### src/rtl/mips_subset_execute_unit_defines.svh
// Assertion macros shared by the execute unit RTL.
`ifndef MIPS_SUBSET_EXECUTE_UNIT_DEFINES_SVH
`define MIPS_SUBSET_EXECUTE_UNIT_DEFINES_SVH

// Same-cycle implication, disabled while reset is asserted.
`define MSEU_ASSERT_NOW(lbl, ante, cons, msg) \
    lbl: assert property (@(posedge i_clk) disable iff (!i_rst_n) (ante) |-> (cons)) \
        else $error(msg);

// Next-cycle implication, disabled while reset is asserted.
`define MSEU_ASSERT_NXT(lbl, ante, cons, msg) \
    lbl: assert property (@(posedge i_clk) disable iff (!i_rst_n) (ante) |=> (cons)) \
        else $error(msg);

`endif

### src/rtl/mseu_ram.sv
// Generic single-write, single-read RAM with registered read data.
`timescale 1ns / 1ps
`default_nettype none
module mseu_ram #(
    parameter int WIDTH = 8,
    parameter int DEPTH = 256
) (
    input  wire                      i_clk,
    input  wire                      i_we,
    input  wire  [$clog2(DEPTH)-1:0] i_waddr,
    input  wire  [WIDTH-1:0]         i_wdata,
    input  wire  [$clog2(DEPTH)-1:0] i_raddr,
    output logic [WIDTH-1:0]         o_rdata
);
    logic [WIDTH-1:0] r_mem [DEPTH];

    always_ff @(posedge i_clk) begin
        if (i_we) begin
            r_mem[i_waddr] <= i_wdata;
        end
        o_rdata <= r_mem[i_raddr];
    end
endmodule
`default_nettype wire

### config.mk
export PLATFORM = sky130hd
export DESIGN_NAME = mseu_ram
export DESIGN_NICKNAME = d
export VERILOG_FILES = /design/src/rtl/mips_subset_execute_unit_defines.svh /design/src/rtl/mseu_ram.sv
export SDC_FILE = /design/constraint.sdc
export NUM_CORES = 2
export LEC_CHECK = 0
export ABC_AREA = 1
export ABC_CLOCK_PERIOD_IN_PS = 4850
export BUFFER_PORTS_ARGS = -buffer_cell sky130_fd_sc_hd__buf_2
export CAP_MARGIN = 0
export CORE_MARGIN = 5
export CORE_UTILIZATION = 40
export DETAILED_ROUTE_END_ITERATION = 10
export PLACE_DENSITY = 0.56
export SYNTH_ARGS = -nofsm -noshare
export SYNTH_HDL_FRONTEND = slang
export SYNTH_SLANG_ARGS = --single-unit
### constraint.sdc
create_clock -name i_clk -period 4.85 [get_ports i_clk]
set_clock_uncertainty 0.2 [all_clocks]
set_input_delay 0.2425 -clock i_clk [delete_from_list [all_inputs] [get_ports i_clk]]
set_output_delay 0.2425 -clock i_clk [all_outputs]
set_load 0.02 [all_outputs]
**After elaboration in Yosys (flattened, before gate mapping)**

Memory sizes are Yosys's and may differ from the RTL's. A register that Yosys moved wholly into a read port is not among the register bits.
Cells that the tools add are included.

- Memory bits (read-only): 0
- Input port bits: 26
- Logic and storage cells: 3
- Latch bits: 0
- RAM bits: 2048
- Register bits: 0
- Output and inout port bits: 8
- Memories kept: 1

Memory list:

| memory | words | bits a word | read ports | clocked after memory_dff | write ports | RTL line | RTL |
|---|---|---|---|---|---|---|---|
| r_mem | 256 | 8 | 1 | 1 | 1 | mseu_ram.sv:15 | `logic [WIDTH-1:0] r_mem [DEPTH];` |

- Muxes and demuxes: 2
- Reduce and logical (&&, ||, !) cells: 0
- Add/subtract/negate cells: 0
- Bitwise logic cells: 0
- Div/mod/pow operators: 0
- Shift operators: 0
- Magnitude comparators: 0
- Eq/ne operators: 0
- Multipliers: 0

Operator list:

| kind | count |
|---|---|
| 1-bit 2-to-1 mux | 2 |

**Longest topological paths before layout**

- Depth after elaboration: 2
- Mapped depth: 15
- Mapped depth without buffers: 11

**Worst setup path after synthesis**

Ideal clock, no wire load.

- Kind: input-to-reg
- From: in i_we
- To: mem r_mem[162][0] (enable)
- Setup slack: 2916 ps
- Arrival: 1364 ps
- Library setup time: 370 ps
- Data required time: 4280 ps
- Stages on the path: 4
- Buffers on the path: 2
- Cells stage by stage: clkbuf_1 nand3_1 clkbuf_1 nor2_1

- Word-level cells in the longest chain between the ends: 2

RTL lines:

| item | RTL line | RTL |
|---|---|---|
| start: declaration | mseu_ram.sv:9 | `input wire i_we,` |
| 1-bit 2-to-1 mux | mseu_ram.sv:18 | `if (i_we) begin` |
| 1-bit 2-to-1 mux (not written as such) | mseu_ram.sv:19 | `r_mem[i_waddr] <= i_wdata;` |
| end: declaration | mseu_ram.sv:15 |  |

Every way passes these cells.

==> flow_metrics.tcl <==
set metrics [dict create \
    status "complete, no violations" \
    regToRegSetupSlack_ns 2.28 \
    start_util_pct 40.2 \
    netlist_instances 7003 \
    cts.sinks 2056 \
    drcViolationCount 0 \
    crit_slowest_cell "dlygate4sd3_1" \
    worstHoldStart "i_raddr[4]" \
    dpl_worst_slack_ns 1.08 \
    vdd_drop_max_mv 0.281 \
    synth.net_count 7029 \
    grt_use_total_pct 21.8 \
    routed_wl_um 242000 \
    syn-mean-instance-area_um2 11.9 \
    firstDrtPassIters 5 \
    setup.worst_path.end_class "flip-flop" \
    drive_gt1_share_pct 6.16 \
    met2_usage_pct 33.6 \
    clock_path_buffers 3 \
    postCtsSetupRepairBufs 0 \
    setup_ws_ns 1.77 \
    path_delay_family "buffers and inverters" \
    crit_arrival_ns 3.67 \
    ys_ff_latch 2056 \
    fp.dieW_um 467 \
    grt_pass1_wl_um 355000 \
    netlist_area_um2 83400 \
    path_cells "buf_8, buf_12, buf_4, nand2_1, nand3_1, nand3_1, nand3_1, nand3_1, nand3_1, nand3_1, nand2_1, nand2_1, dlygate4sd3_1, nand2_1" \
    grt_pass1_vias 51600 \
    yosysTopAreaCellShare_pct 73.7 \
    leakagePower_nw 31.7 \
    whs_path_depth 7 \
    cpMostUsedCell "nand3_1" \
    cellPowerDensity_nw_per_um2 407 \
    switching_share_pct 22.7 \
    timing.final.crit_share_pct 63.6 \
    crit_type "input pin to flip-flop" \
    fin_crit_ns 3.08 \
    maxCapViolCount 0 \
    relSlewSlack_pct 16.8 \
    port_buffers 33 \
    crit_required_ns 5.43 \
    cts_buffers 212 \
    fp.dieH_um 467 \
    clk_pin_slew_ns 0.06 \
    fillCellCount 19000 \
    timing.hold.ws_ns 0.103 \
    tightest_slew_ns 1.24 \
    internal-power_mw 29.3 \
    timing.rr.start "r_mem[231][1]" \
    wl_per_cell_um 24.6 \
    synthTopCellsByArea "edfxtp_1 (74%), nand3_1 (12%), nand2_1 (9.6%), buf_2 (1.6%), nor2_1 (1.3%)" \
    critPathMaxStageDelay_ns 0.57 \
    grt_start_max_net_pins 172 \
    max_freq_ghz 0.324 \
    hold_path.class "input pin to flip-flop" \
    r2r-end "o_rdata[1]" \
    dp_hpwl_um 136000 \
    ys_types 14 \
    finalSetupTns_ns 0 \
    cp_max_fo 137 \
    met1_usage_pct 31.0 \
    nets 6910 \
    yosys.area.top_type "edfxtp_1" \
    top_usage_layer "met2" \
    yosysWarnings 0 \
    cp-start-kind "input pin" \
    p_clk_share_pct 42.1 \
    hold_violations 0 \
    cts_root_buf "clkbuf_16" \
    total_power_mw 37.8 \
    drv_slew 0 \
    seqCellArea_um2 61700 \
    via_per_inst 5.52 \
    overflow 0 \
    drtIter0Drc 6517 \
    seqPwrFrac_pct 51.8 \
    setup_viol 0 \
    cts_tree "built" \
    via_count 54400 \
    gp_congestion 0.837 \
    placementRows 167 \
    antenna_found_initial 15 \
    ant_nets 0 \
    core_area_um2 207000 \
    multiInputGateArea_um2 19200 \
    rsz0062_at_grt "no" \
    dieArea_um2 218000 \
    p_switching_mw 8.57 \
    ios 34 \
    reg2reg_depth 11 \
    met3_usage_pct 4.07 \
    clock_latency_ns 0.85 \
    cts.htree.levels 4 \
    min_to "o_rdata[2]" \
    p_comb_share_pct 6.1 \
    area_growth_pct 11.4 \
    yosysSeqAreaShare_pct 73.9 \
    critPathBufInv 4 \
]
## worst max-delay path by stage
stage | end | cells after the start | start | slack (ns)
5_1_grt | o_rdata[1] | 14 | i_raddr[0] | 1.65
2_1_floorplan | r_mem[162][0] | 4 | i_we | 2.92
4_1_cts | o_rdata[1] | 14 | i_raddr[0] | 1.89
3_3_place_gp | r_mem[109][3] | 5 | i_waddr[5] | 1.10
3_5_place_dp | r_mem[109][6] | 5 | i_waddr[5] | 1.08
6_report | o_rdata[1] | 14 | i_raddr[0] | 1.77
## metal layers
metal  vias up  part of all wire (%)
met4        10                   3.4
met1     27100                    43
met2      2265                    46
met5         -                 0.026
met3       392                   8.0
li1      24600                     -
## repair_timing
| item | in CTS | in global routing |
|---|---|---|
| hold buffers | 12 | 0 |
| hold endpoints to repair | 792 | 0 |
| gates resized for setup | 0 | 0 |
## power by group through the flow
stage          Combinational, mW  Sequential [mW]  Clock (mW)
3_5_place_dp                2.28             20.0           0
5_1_grt                     2.48             19.6        16.9
4_1_cts                     2.29             19.6        16.1
6_report                    2.30             19.6        15.9
2_1_floorplan               1.21             20.0           0
3_3_place_gp                2.27             20.0           0
## layout make-up
| cell class | instances | area share [%] |
|---|---|---|
| clock inverters | 98 | 0.948 |
| repair buffers | 150 | 1.75 |
| multi-input cells | 4425 | 20.6 |
| well taps | 2788 | 3.76 |
| diodes | 5 | 0.0135 |
| clock buffers | 294 | 6.31 |
| flip-flops and latches | 2056 | 66.4 |
| inverters | 39 | 0.194 |
## sequential cells by signal, indices dropped and copies added, names as in the netlist
register,flops
r_mem,2048
o_rdata,8
## kinds of logic after synthesis
| logic type | count (synthesis) | share of synthesized area (%) |
|---|---|---|
| and+or+nand+nor | 4425 | 22.9 |
| DFF | 2056 | 73.9 |
| buffers and inverters | 522 | 3.12 |
## cell usage in the layout (no fill, tap or decap), types with 5 or more instances in the layout
cell / synthesis / layout
buf_8: 1 / 11
dlygate4sd3_1: 0 / 12
nand3_1: 2019 / 2019
clkinv_2: 0 / 23
dfxtp_1: 8 / 8
clkbuf_16: 0 / 218
buf_2: 268 / 21
inv_1: 36 / 34
bufinv_16: 0 / 14
clkbuf_1: 112 / 64
nand2_2: 0 / 12
nor2_1: 283 / 283
nand2_1: 2123 / 2111
clkinv_1: 0 / 48
edfxtp_1: 2048 / 2048
buf_12: 0 / 35
buf_4: 46 / 71
clkbuf_8: 0 / 12
diode_2: 0 / 5
## synthesized netlist by cell type, drive strengths merged
library cell	count
nand2	2123
edfxtp	2048
nand3	2019
buf	371
nor2	283
clkbuf	112
inv	39
dfxtp	8
## metrics by stage
step / std cells / utilization (%) / instance area (um^2)
after floorplan: 7003 / - / 83400
after global placement: 9446 / 41.5 / 86000
after detailed placement: 9446 / 41.5 / 86000
after CTS: 9850 / 44.8 / 92900
after global routing: 9851 / 44.8 / 92900
final: 9855 / 44.8 / 92900
## worst reg2reg max path, stage by stage, from the launching register on
cell and delay (ns):
edfxtp_1 0.36, nand2_1 0.07, nand3_1 0.11, nand3_1 0.12, nand3_1 0.12, nand3_1 0.17
nand3_1 0.36, nand3_1 0.20, nand2_1 0.08, nand2_1 0.05, dlygate4sd3_1 0.55, nand2_1 0.05
(Power assumes the default switching activity.)
